## src/design/fpms_pkg.sv

```systemverilog
// Shared types, constants and the case-folding function of the fuzzy pattern scorer.
package fpms_pkg;

    localparam int CHAR_W    = 8;
    localparam int CHARS     = 8;
    localparam int LEN_W     = 4;
    localparam int PBYTES_W  = CHARS * CHAR_W;
    localparam int SCORE_W   = 7;
    localparam int RESULT_W  = 9;
    localparam int KIND_W    = 2;
    localparam int CFG_IDX_W = 1;

    typedef logic [CHAR_W-1:0] t_char;
    typedef t_char [CHARS-1:0] t_pattern;

    typedef enum logic [CFG_IDX_W-1:0] {
        CFG_PATTERN_LENGTH = 1'b0,
        CFG_PATTERN_BYTES  = 1'b1
    } t_cfg_idx;

    typedef enum logic [KIND_W-1:0] {
        KIND_NONE      = 2'd0,
        KIND_SUBSTRING = 2'd1,
        KIND_SUBSEQ    = 2'd2,
        KIND_EMPTY     = 2'd3
    } t_kind;

    localparam logic [RESULT_W-1:0] FULL_SCORE     = 9'd100;
    localparam logic [SCORE_W-1:0]  ADJACENT_BONUS = 7'd10;

    // Control that the top level broadcasts to every cell each cycle.
    typedef struct packed {
        logic shift;
        logic clear;
    } t_cell_ctl;

    // ASCII upper case folds to lower case; every other byte stays as it is.
    function automatic t_char fold(input t_char c);
        if (c >= 8'h41 && c <= 8'h5A) begin
            return c + 8'h20;
        end
        return c;
    endfunction

endpackage

```

## src/design/fpms_if.sv

```systemverilog
// Channel interfaces of the fuzzy pattern scorer: text words, score words, register writes.
interface fpms_text_if;
    logic                         valid;
    logic                         ready;
    logic [fpms_pkg::CHAR_W-1:0]  text_byte;
    logic                         last_byte;

    modport source (output valid, output text_byte, output last_byte, input ready);
    modport sink   (input valid, input text_byte, input last_byte, output ready);
endinterface

interface fpms_score_if;
    logic                                valid;
    logic                                ready;
    logic signed [fpms_pkg::RESULT_W-1:0] match_score;
    logic [fpms_pkg::KIND_W-1:0]          match_kind;

    modport source (output valid, output match_score, output match_kind, input ready);
    modport sink   (input valid, input match_score, input match_kind, output ready);
endinterface

interface fpms_cfg_if;
    logic                             valid;
    logic                             ready;
    logic [fpms_pkg::CFG_IDX_W-1:0]   index;
    logic [fpms_pkg::PBYTES_W-1:0]    data;

    modport source (output valid, output index, output data, input ready);
    modport sink   (input valid, input index, input data, output ready);
endinterface

```

## src/design/fuzzy_pattern_match_scorer.sv

```systemverilog
// Top level of the fuzzy pattern scorer: cell row, subsequence tracker and result register.
//
// Usage. Two registers are written over i_cfg while the block is idle: index 0 holds the
// pattern length (values above PATTERN_MAX act as PATTERN_MAX), index 1 the packed pattern
// bytes with character zero in the lowest byte. i_cfg is always ready.
// Text arrives on i_text, one byte per word, last_byte marking the end of a text. Every
// text gives exactly one score word on o_score, and only for its last byte.
// Throughput is one text byte per clock unless o_score stalls: every byte shifts through
// a row of PATTERN_MAX window cells and steps the subsequence tracker in the same cycle.
// The score of a text is valid in the cycle after its last byte is taken, held in a
// single output register.
// When the receiver stalls, that register keeps its word and i_text.ready drops only
// while a finished score waits and o_score.ready is low; a new text byte is taken in the
// same cycle the old score leaves.
// Reset (synchronous, active low) clears the pattern registers, the window, the position
// and match state and the output valid flag; no clearing pass is needed afterwards.
// Text positions saturate at TEXT_MAX-1; a substring score is 100 minus the start of the
// first occurrence, kept to its low nine bits.
module fuzzy_pattern_match_scorer #(
    parameter int PATTERN_MAX = 8,
    parameter int TEXT_MAX    = 256
) (
    input  logic          i_clk,
    input  logic          i_rst_n,
    fpms_text_if.sink     i_text,
    fpms_score_if.source  o_score,
    fpms_cfg_if.sink      i_cfg
);

    localparam int POS_W = $clog2(TEXT_MAX);
    localparam int CUR_W = $clog2(PATTERN_MAX + 1);
    localparam int LEN_W = fpms_pkg::LEN_W;

    // Configuration registers.
    logic [LEN_W-1:0]             r_len;
    logic [fpms_pkg::PBYTES_W-1:0] r_pbytes;

    always_ff @(posedge i_clk) begin
        if (!i_rst_n) begin
            r_len    <= '0;
            r_pbytes <= '0;
        end else if (i_cfg.valid && i_cfg.ready) begin
            unique case (fpms_pkg::t_cfg_idx'(i_cfg.index))
                fpms_pkg::CFG_PATTERN_LENGTH: r_len    <= i_cfg.data[LEN_W-1:0];
                fpms_pkg::CFG_PATTERN_BYTES:  r_pbytes <= i_cfg.data;
            endcase
        end
    end

    assign i_cfg.ready = 1'b1;

    // Folded pattern characters and the length actually in use.
    fpms_pkg::t_pattern pattern;
    logic [LEN_W-1:0]   alen;

    always_comb begin
        for (int k = 0; k < fpms_pkg::CHARS; k++) begin
            pattern[k] = fpms_pkg::fold(r_pbytes[k*fpms_pkg::CHAR_W +: fpms_pkg::CHAR_W]);
        end
    end

    assign alen = (r_len > LEN_W'(PATTERN_MAX)) ? LEN_W'(PATTERN_MAX) : r_len;

    // Handshake. A byte is taken whenever the output register is free or being emptied.
    logic                r_out_valid;
    logic                accept;
    fpms_pkg::t_cell_ctl ctl;
    fpms_pkg::t_char     in_char;

    assign i_text.ready = !r_out_valid || o_score.ready;
    assign accept       = i_text.valid && i_text.ready;
    assign ctl.shift    = accept;
    assign ctl.clear    = accept && i_text.last_byte;
    assign in_char      = fpms_pkg::fold(i_text.text_byte);

    // Row of window cells, newest byte in cell zero. Cell k compares against pattern
    // character len-1-k, so the whole row agrees exactly when the window ends a match.
    fpms_pkg::t_char           win [PATTERN_MAX];
    logic [PATTERN_MAX-1:0]    cell_match;

    for (genvar k = 0; k < PATTERN_MAX; k++) begin : g_cell
        fpms_pkg::t_char  from_left;
        logic [LEN_W-1:0] tgt_idx;

        if (k == 0) begin : g_head
            assign from_left = in_char;
        end else begin : g_body
            assign from_left = win[k-1];
        end

        assign tgt_idx = alen - LEN_W'(k) - LEN_W'(1);

        fpms_cell u_cell (
            .i_clk    (i_clk),
            .i_rst_n  (i_rst_n),
            .i_ctl    (ctl),
            .i_byte   (from_left),
            .i_target (pattern[tgt_idx[2:0]]),
            .i_used   (LEN_W'(k) < alen),
            .o_byte   (win[k]),
            .o_match  (cell_match[k])
        );
    end

    // Subsequence tracker, which also owns the text position.
    logic [POS_W-1:0]             pos;
    logic [CUR_W-1:0]             cursor_nxt;
    logic [fpms_pkg::SCORE_W-1:0] subseq_nxt;

    fpms_seq #(
        .PATTERN_MAX (PATTERN_MAX),
        .TEXT_MAX    (TEXT_MAX)
    ) u_seq (
        .i_clk        (i_clk),
        .i_rst_n      (i_rst_n),
        .i_ctl        (ctl),
        .i_char       (in_char),
        .i_len        (alen),
        .i_pattern    (pattern),
        .o_pos        (pos),
        .o_cursor_nxt (cursor_nxt),
        .o_score_nxt  (subseq_nxt)
    );

    // First substring occurrence. Nothing is found before len bytes of this text arrived.
    logic             r_seen,  n_seen;
    logic [POS_W-1:0] r_start, n_start;
    logic [POS_W:0]   pos_plus1;
    logic             found;

    assign pos_plus1 = {1'b0, pos} + 1'b1;
    assign found     = (alen != '0) && !r_seen && (pos_plus1 >= (POS_W+1)'(alen))
                       && (&cell_match);

    always_comb begin
        n_seen  = r_seen;
        n_start = r_start;
        if (accept && found) begin
            n_seen  = 1'b1;
            n_start = POS_W'(pos_plus1 - (POS_W+1)'(alen));
        end
    end

    always_ff @(posedge i_clk) begin
        if (!i_rst_n || ctl.clear) begin
            r_seen  <= 1'b0;
            r_start <= '0;
        end else begin
            r_seen  <= n_seen;
            r_start <= n_start;
        end
    end

    // Final score, taken from the state as it stands after the last byte.
    logic [fpms_pkg::RESULT_W-1:0] score_nxt;
    fpms_pkg::t_kind               kind_nxt;

    always_comb begin
        if (alen == '0) begin
            score_nxt = fpms_pkg::FULL_SCORE;
            kind_nxt  = fpms_pkg::KIND_EMPTY;
        end else if (n_seen) begin
            score_nxt = fpms_pkg::FULL_SCORE - fpms_pkg::RESULT_W'(n_start);
            kind_nxt  = fpms_pkg::KIND_SUBSTRING;
        end else if (LEN_W'(cursor_nxt) >= alen) begin
            score_nxt = fpms_pkg::RESULT_W'(subseq_nxt);
            kind_nxt  = fpms_pkg::KIND_SUBSEQ;
        end else begin
            score_nxt = '0;
            kind_nxt  = fpms_pkg::KIND_NONE;
        end
    end

    // Output register.
    logic [fpms_pkg::RESULT_W-1:0] r_score;
    fpms_pkg::t_kind               r_kind;

    always_ff @(posedge i_clk) begin
        if (!i_rst_n) begin
            r_out_valid <= 1'b0;
        end else if (ctl.clear) begin
            r_out_valid <= 1'b1;
        end else if (o_score.ready) begin
            r_out_valid <= 1'b0;
        end
    end

    always_ff @(posedge i_clk) begin
        if (ctl.clear) begin
            r_score <= score_nxt;
            r_kind  <= kind_nxt;
        end
    end

    assign o_score.valid       = r_out_valid;
    assign o_score.match_score = $signed(r_score);
    assign o_score.match_kind  = r_kind;

endmodule

```

## src/design/fpms_cell.sv

```systemverilog
// One window cell: holds a recent text byte, passes it on and compares its incoming byte.
module fpms_cell (
    input  logic                i_clk,
    input  logic                i_rst_n,
    input  fpms_pkg::t_cell_ctl i_ctl,
    input  fpms_pkg::t_char     i_byte,
    input  fpms_pkg::t_char     i_target,
    input  logic                i_used,
    output fpms_pkg::t_char     o_byte,
    output logic                o_match
);

    fpms_pkg::t_char r_byte;
    fpms_pkg::t_char n_byte;

    always_comb begin
        n_byte = r_byte;
        if (i_ctl.clear) begin
            n_byte = '0;
        end else if (i_ctl.shift) begin
            n_byte = i_byte;
        end
    end

    always_ff @(posedge i_clk) begin
        if (!i_rst_n) begin
            r_byte <= '0;
        end else begin
            r_byte <= n_byte;
        end
    end

    // The compare looks at the byte this cell holds once the current word has shifted in.
    assign o_byte  = r_byte;
    assign o_match = !i_used || (i_byte == i_target);

endmodule

```

## src/design/fpms_seq.sv

```systemverilog
// Greedy in-order subsequence tracker: text position, pattern cursor and running score.
module fpms_seq #(
    parameter int PATTERN_MAX = 8,
    parameter int TEXT_MAX    = 256
) (
    input  logic                                  i_clk,
    input  logic                                  i_rst_n,
    input  fpms_pkg::t_cell_ctl                   i_ctl,
    input  fpms_pkg::t_char                       i_char,
    input  logic [fpms_pkg::LEN_W-1:0]            i_len,
    input  fpms_pkg::t_pattern                    i_pattern,
    output logic [$clog2(TEXT_MAX)-1:0]           o_pos,
    output logic [$clog2(PATTERN_MAX+1)-1:0]      o_cursor_nxt,
    output logic [fpms_pkg::SCORE_W-1:0]          o_score_nxt
);

    localparam int POS_W = $clog2(TEXT_MAX);
    localparam int CUR_W = $clog2(PATTERN_MAX + 1);
    localparam logic [POS_W-1:0] POS_LAST = POS_W'(TEXT_MAX - 1);

    logic [POS_W-1:0]             r_pos,      n_pos;
    logic [CUR_W-1:0]             r_cursor,   n_cursor;
    logic [POS_W:0]               r_expected, n_expected;
    logic [fpms_pkg::SCORE_W-1:0] r_score,    n_score;
    logic [fpms_pkg::LEN_W-1:0]   cursor_ext;
    logic                         hit;

    assign cursor_ext = fpms_pkg::LEN_W'(r_cursor);
    assign hit = (cursor_ext < i_len) && (i_char == i_pattern[cursor_ext[2:0]]);

    always_comb begin
        n_pos      = r_pos;
        n_cursor   = r_cursor;
        n_expected = r_expected;
        n_score    = r_score;
        if (i_ctl.shift) begin
            if (hit) begin
                // A character right after the previous match, or a first match at position zero, earns the bonus.
                if ({1'b0, r_pos} == r_expected) begin
                    n_score = r_score + fpms_pkg::ADJACENT_BONUS + 7'd1;
                end else begin
                    n_score = r_score + 7'd1;
                end
                n_expected = {1'b0, r_pos} + 1'b1;
                n_cursor   = r_cursor + 1'b1;
            end
            if (r_pos != POS_LAST) begin
                n_pos = r_pos + 1'b1;
            end
        end
    end

    always_ff @(posedge i_clk) begin
        if (!i_rst_n || i_ctl.clear) begin
            r_pos      <= '0;
            r_cursor   <= '0;
            r_expected <= '0;
            r_score    <= '0;
        end else begin
            r_pos      <= n_pos;
            r_cursor   <= n_cursor;
            r_expected <= n_expected;
            r_score    <= n_score;
        end
    end

    assign o_pos        = r_pos;
    assign o_cursor_nxt = n_cursor;
    assign o_score_nxt  = n_score;

endmodule

```

## src/flat_wrapper.sv

```systemverilog
// flat-port wrapper written by rule: the top's interface ports become plain ports
module fuzzy_pattern_match_scorer_flat 
#(
    parameter int PATTERN_MAX = 8,
    parameter int TEXT_MAX    = 256
)
  (i_clk, i_rst_n, i_text_valid, i_text_text_byte, i_text_last_byte, i_text_ready, o_score_valid, o_score_match_score, o_score_match_kind, o_score_ready, i_cfg_valid, i_cfg_index, i_cfg_data, i_cfg_ready);
  fpms_text_if i_text_i ();
  fpms_score_if o_score_i ();
  fpms_cfg_if i_cfg_i ();
  input  logic i_clk;
  input  logic i_rst_n;
  input wire logic [$bits(i_text_i.valid)-1:0] i_text_valid;
  input wire logic [$bits(i_text_i.text_byte)-1:0] i_text_text_byte;
  input wire logic [$bits(i_text_i.last_byte)-1:0] i_text_last_byte;
  output wire logic [$bits(i_text_i.ready)-1:0] i_text_ready;
  output wire logic [$bits(o_score_i.valid)-1:0] o_score_valid;
  output wire logic [$bits(o_score_i.match_score)-1:0] o_score_match_score;
  output wire logic [$bits(o_score_i.match_kind)-1:0] o_score_match_kind;
  input wire logic [$bits(o_score_i.ready)-1:0] o_score_ready;
  input wire logic [$bits(i_cfg_i.valid)-1:0] i_cfg_valid;
  input wire logic [$bits(i_cfg_i.index)-1:0] i_cfg_index;
  input wire logic [$bits(i_cfg_i.data)-1:0] i_cfg_data;
  output wire logic [$bits(i_cfg_i.ready)-1:0] i_cfg_ready;
  assign i_text_i.valid = i_text_valid;
  assign i_text_i.text_byte = i_text_text_byte;
  assign i_text_i.last_byte = i_text_last_byte;
  assign i_text_ready = i_text_i.ready;
  assign o_score_valid = o_score_i.valid;
  assign o_score_match_score = o_score_i.match_score;
  assign o_score_match_kind = o_score_i.match_kind;
  assign o_score_i.ready = o_score_ready;
  assign i_cfg_i.valid = i_cfg_valid;
  assign i_cfg_i.index = i_cfg_index;
  assign i_cfg_i.data = i_cfg_data;
  assign i_cfg_ready = i_cfg_i.ready;
  fuzzy_pattern_match_scorer #(.PATTERN_MAX(PATTERN_MAX), .TEXT_MAX(TEXT_MAX)) u_core (.i_clk(i_clk), .i_rst_n(i_rst_n), .i_text(i_text_i), .o_score(o_score_i), .i_cfg(i_cfg_i));
endmodule
```

## config.mk

```make
export PLATFORM = sky130hd
export DESIGN_NAME = fuzzy_pattern_match_scorer_flat
export DESIGN_NICKNAME = d
export VERILOG_FILES = /design/src/design/fpms_pkg.sv /design/src/design/fpms_if.sv /design/src/design/fuzzy_pattern_match_scorer.sv /design/src/design/fpms_cell.sv /design/src/design/fpms_seq.sv /design/src/flat_wrapper.sv
export SDC_FILE = /design/constraint.sdc
export NUM_CORES = 1
export LEC_CHECK = 0
export ABC_AREA = 1
export BUFFER_PORTS_ARGS = -buffer_cell sky130_fd_sc_hd__buf_4
export CORE_MARGIN = 8
export CORE_UTILIZATION = 65
export DETAILED_ROUTE_END_ITERATION = 12
export PLACE_DENSITY = 0.81
export SETUP_SLACK_MARGIN = 0.02
export SYNTH_ARGS = -nofsm -noshare
export SYNTH_HDL_FRONTEND = slang
export SYNTH_SLANG_ARGS = --single-unit
```

## constraint.sdc

```tcl
create_clock -name i_clk -period 12.7 [get_ports i_clk]
set_input_delay 0.635 -clock i_clk [delete_from_list [all_inputs] [get_ports i_clk]]
set_output_delay 0.635 -clock i_clk [all_outputs]
set_load 0.01 [all_outputs]
```

==> results of run 1 <==
## cell usage after synthesis, drive strengths merged
| cell | number | share of area [%] |
|---|---|---|
| nand2 | 610 | 19 |
| nand3 | 310 | 13 |
| a21oi | 181 | 7.4 |
| inv | 179 | 5.5 |
| o21ai | 168 | 7.2 |
| dfxtp | 162 | 27 |
| nor2 | 125 | 4.2 |
| clkbuf | 50 | 1.5 |
| buf | 43 | 2.0 |
| nand3b | 32 | 2.0 |
| ha | 31 | 3.2 |
| nand4 | 26 | 1.3 |
| xor2 | 21 | 1.5 |
| edfxtp | 11 | 2.7 |
| nor3 | 8 | 0.46 |
| o211ai | 6 | 0.37 |
| xnor2 | 6 | 0.43 |
| clkinv | 5 | 0.19 |
| or2 | 5 | 0.26 |
| a31oi | 4 | 0.20 |
| o22ai | 4 | 0.20 |
| nor4 | 3 | 0.15 |
| o21bai | 3 | 0.18 |
| a21o | 2 | 0.12 |
| a22oi | 1 | 0.062 |
| conb | 1 | 0.031 |
| fa | 1 | 0.16 |
| mux2i | 1 | 0.082 |
| o2111ai | 1 | 0.072 |
## per-layer routing
| metal | GRT usage (%) | vias up |
|---|---|---|
| li1 | - | 6663 |
| met1 | 40.1 | 6289 |
| met2 | 60.8 | 873 |
| met3 | 5.05 | 218 |
| met4 | 23.1 | 0 |
| met5 | 0 | - |
## critical path: cells and delay by family (launching register included)
kind / cells / cell delay, ns
AOI/OAI and AO/OA: 4 / 0.71
adders and majority gates: 1 / 0.27
and+or+nand+nor: 11 / 2.66
DFF: 1 / 0.86
buffers and inverters: 3 / 1.10
xor gates and xnor gates: 1 / 0.17
## worst max-delay path by stage
stage	from	to	slack (ns)	depth (start not counted)
final	u_core.u_seq.cursor_ext[1]$_SDFF_PP0_	u_core.o_score.match_score[4]$_SDFFCE_PP0P_	6.68	20
after detailed placement	u_core.u_seq.cursor_ext[1]$_SDFF_PP0_	u_core.o_score.match_score[4]$_SDFFCE_PP0P_	7.00	20
after global placement	u_core.u_seq.cursor_ext[1]$_SDFF_PP0_	u_core.o_score.match_score[0]$_SDFFCE_PP0P_	7.11	20
after CTS	u_core.u_seq.cursor_ext[1]$_SDFF_PP0_	u_core.o_score.match_score[4]$_SDFFCE_PP0P_	6.96	20
after floorplan	u_core.r_len[3]$_SDFFE_PN0P_	u_core.o_score.match_score[6]$_SDFFCE_PP1P_	8.50	29
after global routing	u_core.u_seq.cursor_ext[1]$_SDFF_PP0_	u_core.o_score.match_score[4]$_SDFFCE_PP0P_	6.36	20
## final cells by class
cell class	count	area share, %
clock inverters	10	0.745
well taps	234	2.18
repair buffers	102	5.70
flip-flops and latches	173	26.6
inverters	184	5.19
clock buffers	21	3.67
multi-input cells	1550	55.9
## through the flow
| stage | hold WS, ns | cells | util, % |
|---|---|---|---|
| after floorplan | 0.445 | 2000 | - |
| after global placement | 0.461 | 2243 | 69.2 |
| after detailed placement | 0.473 | 2243 | 69.2 |
| after CTS | 0.446 | 2274 | 72.4 |
| after global routing | 0.474 | 2274 | 72.4 |
| final | 0.441 | 2274 | 72.4 |
## report_power, final
part | switching [W] | internal [W]
sequential | 0.0000251 | 0.000569
clock | 0.000242 | 0.000300
combinational | 0.000300 | 0.000141
## registers in the layout (all words and copies together) (netlist names)
signal	flops
u_core.u_seq.r_score	7
u_core.u_seq.r_expected	9
u_core.r_pbytes	64
u_core.r_seen	1
u_core.o_score.valid	1
u_core.o_score.match_score	9
u_core.g_cell.u_cell.o_byte	56
u_core.u_seq.cursor_ext	4
u_core.o_score.match_kind	2
u_core.u_seq.o_pos	8
u_core.r_start	8
u_core.r_len	4
## logic make-up (layout without fill, tap and decap cells)
kind of cell / after synthesis / count (layout) / share of synthesized area [%]
buffers and inverters: 277 / 317 / 9.29
xor gates and xnor gates: 27 / 27 / 1.94
muxes: 1 / 1 / 0.0820
DFF: 173 / 173 / 29.3
adders and majority gates: 32 / 32 / 3.34
and+or+nand+nor: 1119 / 1119 / 40.2
AOI/OAI and AO/OA: 370 / 370 / 15.8
other: 1 / 1 / 0.0307
==> results.md, run 1 <==
- Status: finished, final reports clean
- Met2 WL: between 20000 and 25000 um
- Max VDD drop: just under 0.09 mV
- Diodes inserted: 0
- Cells after Synth: 2000
- Routed wire length: approximately 43000 um
- Io pins: between 90 and 100
- Height of the die: between 150 and 200 um
- Max Fclk: roughly 170 MHz
- Area of the multi-input gates: around 7500 sq um
- Setup ws final: ~6.7 ns
- Slew HR: 23.0%
- Max-cap violations: 0
- Crit Path Category: register to register
- Clock skew: roughly 0.011 ns
- CTS Hold Bufs: 0
- Via density: ~6
- CTS H-tree lvls: 4
- 1st-iter DRT viols: 1811
- Post-CTS Resized: 0
- First-pass GRT wire length: 65700 um
- Post-synthesis sequential area ratio: 29.3%
- Pins over their slew limit: 0
- Core footprint: ~19000 sq um
- Post-CTS Setup Inserts: 0
- Flop2flop setup slack: around 6.7 ns
- Maximum clock path buffer count: 2
- Ratio of final minimum period to clock period: about 47%
- Nets: around 2100
- Most frequent cells in the layout: nand2_1 (596), nand3_1 (309), a21oi_1 (181), inv_1 (175), dfxtp_1 (162)
- Clk sinks: approximately 170
- Rows: 50
- FF+latch count, synth: between 150 and 200
- Fillers: approximately 1600
- CP endpoint kind: register
- First-pass DRT Iterations: 7
- RSZ-0062 raised after global routing: false
- Worst setup SP type: register
- Global route total overflow: 0
- Worst-path fanout max: 28
- DIE AREA: about 23000 sq um
- Worst Tran Pin Value: roughly 1.2 ns
- Setup TNS: 0 ns
- Critical path's slowest cell: nor2_2
- Final hold violations: 0
- Ordered cell list for the critical path: clkinv_1 > a21oi_1 > o21ai_0 > nand3_1 > nand2_1 > xor2_1 > nor2_1 > nand4_1 > nor3_1 > nand3b_1 > nor2_2 > inv_1 > nor4_1 > or2_2 > nand2_1 > ha_1 > a21oi_1 > inv_1 > nand3_1 > o22ai_1
- R2R depth: 20
- Arrival @ worst endpoint: 6.20 ns
- Min Tclk post-route: about 6.0 ns
- Worst path required time: between 10 and 15 ns
- Final Setup Violations: 0
- GPL Wtd Cong: 1.02
- Layout cell share with drive strength beyond 1: just under 9%
- M1 WL: roughly 16000 um
- Syn Nets: 2111
- Setup WS pre-CTS: approximately 7 ns
- TritonCTS buffer count: 17
- Power Density: 117 nW/um^2
- Hold Startpoint: i_cfg_data[62]
- Worst Hold Class: primary input to register
- Chip width: roughly 150 um
- Initial antenna violation count: 0
- Starting Density: between 60% and 70%
- WL per Instance: 18.7 um
- Synth Cell Area: 12200 sq um
- CTS root buffer: clkbuf_16
- Largest net degree at the start of global routing: about 120
- Reg clk slew, reported paths: 0.07 ns
- CTS tree: done
- Hold depth: 3
- Yosys warns: 0
- Clock latency on the worst-skew pair: roughly 0.44 ns
- Area post-placement: 12800 sq um
- Most common cell after layout, fill and taps aside: nand2_1
- Met3 Routed Length: around 3700 um
- Overall global routing resource usage: between 30% and 40%
- Syn_area_per_cell: ~6.1 sq um
- Hold Path End: u_core.r_pbytes[62]$_SDFFE_PN0P_
- Register area: approximately 3600 sq um
- Routed Antenna Nets: 0
- Post-Layout Inst Area: 13400 sq um
- Reg-to-Reg Start: u_core.u_seq.cursor_ext[1]$_SDFF_PP0_
- Total power: ~0.0016 W
- Synth-to-Final Area Change: 10.1%
- Synth unique cells: 45
- Vias: 14043
- DRC Markers: 0
- Reg2reg end: u_core.o_score.match_score[4]$_SDFFCE_PP0P_
- Number of global-route vias before repair: about 13000
- DR top layer: met4
- Detailed Place HPWL: approximately 32000 um
- Largest stage delay, worst path: about 0.91 ns
- PortBufs: a little over 90
- Leakage: a little over 6 nW
Note: power is estimated with default switching activity, not from simulation.
==> inputs of run 2 (changes only) <==
--- a/config.mk
+++ b/config.mk
@@ -8,9 +8,9 @@
 export ABC_AREA = 1
 export BUFFER_PORTS_ARGS = -buffer_cell sky130_fd_sc_hd__buf_4
 export CORE_MARGIN = 8
-export CORE_UTILIZATION = 65
+export CORE_UTILIZATION = 56
 export DETAILED_ROUTE_END_ITERATION = 12
-export PLACE_DENSITY = 0.81
+export PLACE_DENSITY = 0.74
 export SETUP_SLACK_MARGIN = 0.02
 export SYNTH_ARGS = -nofsm -noshare
 export SYNTH_HDL_FRONTEND = slang
==> constraint.sdc (replaced) <==
create_clock -name i_clk -period 5.4 [get_ports i_clk]
set_input_delay 0.27 -clock i_clk [delete_from_list [all_inputs] [get_ports i_clk]]
set_output_delay 0.27 -clock i_clk [all_outputs]
set_load 0.01 [all_outputs]
==> run 2 against run 1 <==
Effect of this change: via count decreased by 1.9%; global-route usage decreased by 2.8 points; critical path depth increased by 7; core utilization decreased by 9.7 points; final area increased by 0.71%; combinational power increased by 140%; sequential power increased by 130%; critical path type unchanged.
==> results.md, run 2 (synthesized netlist as in run 1, its figures left out) <==
- Worst Tran Pin Value: 1.00 ns (-0.151 ns)
- Reg2reg end: u_core.o_score.match_score[6]$_SDFFCE_PP1P_
- Max reg flops: 64 (unchanged)
- 1st-iter DRT viols: 1493 (-18%)
- First-pass GRT wire length: 67600 um (+2.8%)
- Layout cell share with drive strength beyond 1: 9.18% (+0.45 points)
- First-pass DRT Iterations: 7 (unchanged)
- GPL Wtd Cong: 1.07 (+5.4%)
- Rows: 54 (+8.0%)
- CTS root buffer: clkbuf_16
- Initial antenna violation count: 0 (unchanged)
- Diodes inserted: 0 (unchanged)
- Synth-to-Final Area Change: 10.9%
- Io pins: 93 (unchanged)
- Maximum clock path buffer count: 2 (unchanged)
- Fillers: 2108 (+31%)
- Clock skew: 0.0163 ns (+0.00550 ns)
- CTS H-tree lvls: 4 (unchanged)
- Worst Hold Class: primary input to register
- Most common cell after layout, fill and taps aside: nand2_1
- Routed wire length: 43400 um (+1.8%)
- WL per Instance: 18.6 um (-0.56%)
- Power Density: 272 nW/um^2 (+130%)
- Starting Density: 56.5% (-9.2 points)
- Leakage: 6.10 nW (+0.67%)
- Top reg by flops: u_core.r_pbytes
- Hold depth: 3 (unchanged)
- PortBufs: 91 (unchanged)
- Placed cells: 2297 (+2.4%)
- Min Tclk post-route: 4.73 ns (-1.29 ns)
- Core footprint: 21600 sq um (+16%)
- Worst-path fanout max: 23 (-18%)
- Flop2flop setup slack: 0.67 ns (-6.01 ns)
- Post-Layout Inst Area: 13500 sq um (+0.71%)
- Pins over their slew limit: 0 (unchanged)
- Crit Path Category: register to register
- Worst setup SP type: register
- Reg-to-Reg Start: u_core.r_len[3]$_SDFFE_PN0P_
- CTS tree: done
- Final hold violations: 0 (unchanged)
- Largest net degree at the start of global routing: 77 (-37%)
- Via density: 5.91 (-4.2%)
- Reg clk slew, reported paths: 0.08 ns (about the same)
- Number of global-route vias before repair: 12679 (-0.57%)
- Worst setup path start: u_core.r_len[3]$_SDFFE_PN0P_
- Max VDD drop: 0.242 mV (+170%)
- Max-cap violations: 0 (unchanged)
- Routed Antenna Nets: 0 (unchanged)
- Clock latency on the worst-skew pair: 0.45 ns (about the same)
- DIE AREA: 26800 sq um (+14%)
- Hold Startpoint: i_cfg_data[22]
- Clk sinks: 173 (unchanged)
- Slew HR: 33.1% (+10 points)
- Nets: 2147 (+0.37%)
- TritonCTS buffer count: 17 (unchanged)
- Fin cells: 2329 (+2.4%)
- RSZ-0062 raised after global routing: false
- DRC Markers: 0 (unchanged)
- Status: finished, final reports clean
- Overall global routing resource usage: 32.4% (-2.8 points)
- Final Setup Violations: 0 (unchanged)
- Area post-placement: 13000 sq um (+0.92%)
- Ratio of final minimum period to clock period: 87.7% (+40 points)
- Arrival @ worst endpoint: 4.94 ns (-1.26 ns)
- Vias: 13775 (-1.9%)
- Post-CTS Setup Inserts: 0 (unchanged)
- Height of the die: 164 um (+6.9%)
- Global route total overflow: 0 (unchanged)
- Total power: 0.00368 W (+130%)
- Setup TNS: 0 ns (unchanged)
- Most frequent cells in the layout: nand2_1 (596), nand3_1 (309), a21oi_1 (181), inv_1 (175), dfxtp_1 (162)
- CTS Hold Bufs: 0 (unchanged)
- Post-CTS Resized: 0 (unchanged)
- Worst path required time: 5.61 ns (-7.27 ns)
- CP endpoint kind: register
- R2R depth: 27 (+35%)
- Detailed Place HPWL: 33400 um (+4.4%)
- Chip width: 164 um (+6.9%)
- Hold Path End: u_core.r_pbytes[22]$_SDFFE_PN0P_
- Max Fclk: 211 MHz (+27%)
## run 2: cell types whose count changed in the layout (fill, tap and decap cells not counted), sizes merged
cell      change
clkinvlp      -3
bufinv        -1
clkinv        +4
clkbuf        -4
inv           +5
buf           +8
## run 2: power by group
part           internal, W  switching, W
registers          0.00134     0.0000546
clock network     0.000615      0.000627
logic             0.000336      0.000708
## run 2: worst max-delay path: stages, from the launching register on
cell     delay (ns)
dfxtp_1        0.54
nor2_2         0.09
inv_2          0.34
ha_1           0.25
ha_1           0.27
xnor2_1        0.63
inv_1          0.33
nand2_1        0.14
nand2_1        0.07
xnor2_1        0.16
nand2_1        0.07
nor2_1         0.10
nand2_1        0.05
nor2_1         0.08
nand2_1        0.06
nand2_1        0.07
nand2_2        0.08
nor2_2         0.17
nand3_1        0.12
nand2_1        0.08
nand2_1        0.12
ha_1           0.24
inv_1          0.07
nand2_2        0.07
nand2_2        0.09
nand3_1        0.07
nand3_1        0.08
nand2_1        0.04
## run 2: how the worst max path moves through the flow
stage                                                             end  cells after the start
after global placement    u_core.o_score.match_score[6]$_SDFFCE_PP1P_                     27
final                     u_core.o_score.match_score[6]$_SDFFCE_PP1P_                     27
after detailed placement  u_core.o_score.match_score[6]$_SDFFCE_PP1P_                     27
after floorplan           u_core.o_score.match_score[6]$_SDFFCE_PP1P_                     29
after global routing      u_core.o_score.match_score[6]$_SDFFCE_PP1P_                     27
after CTS                 u_core.o_score.match_score[6]$_SDFFCE_PP1P_                     27
## run 2: area by class of cell
cell class              instances  area, sq um  area share (%)
repair buffers                110          826            6.10
well taps                     280          350            2.59
flip-flops and latches        173         3570            26.4
clock buffers                  17          425            3.14
multi-input cells            1550         7520            55.5
inverters                     184          698            5.16
clock inverters                15          145            1.07
## run 2: metal layers
layer	vias to the layer above	track usage, %	routed length (um)
met2	634	53.7	20000
met5	-	0	0
met3	146	5.09	3240
met4	0	18.7	2700
met1	6309	39.2	17400
li1	6686	-	-
## run 2: through the flow
step | util (%) | setup slack (ns) | hold WS [ns]
3_3_place_gp | 60.0 | 0.958 | 0.459
6_report | 62.6 | 0.666 | 0.0850
5_1_grt | 62.6 | 0.252 | 0.0927
2_1_floorplan | - | 1.20 | 0.419
3_5_place_dp | 60.0 | 0.761 | 0.463
4_1_cts | 62.6 | 0.753 | 0.0765
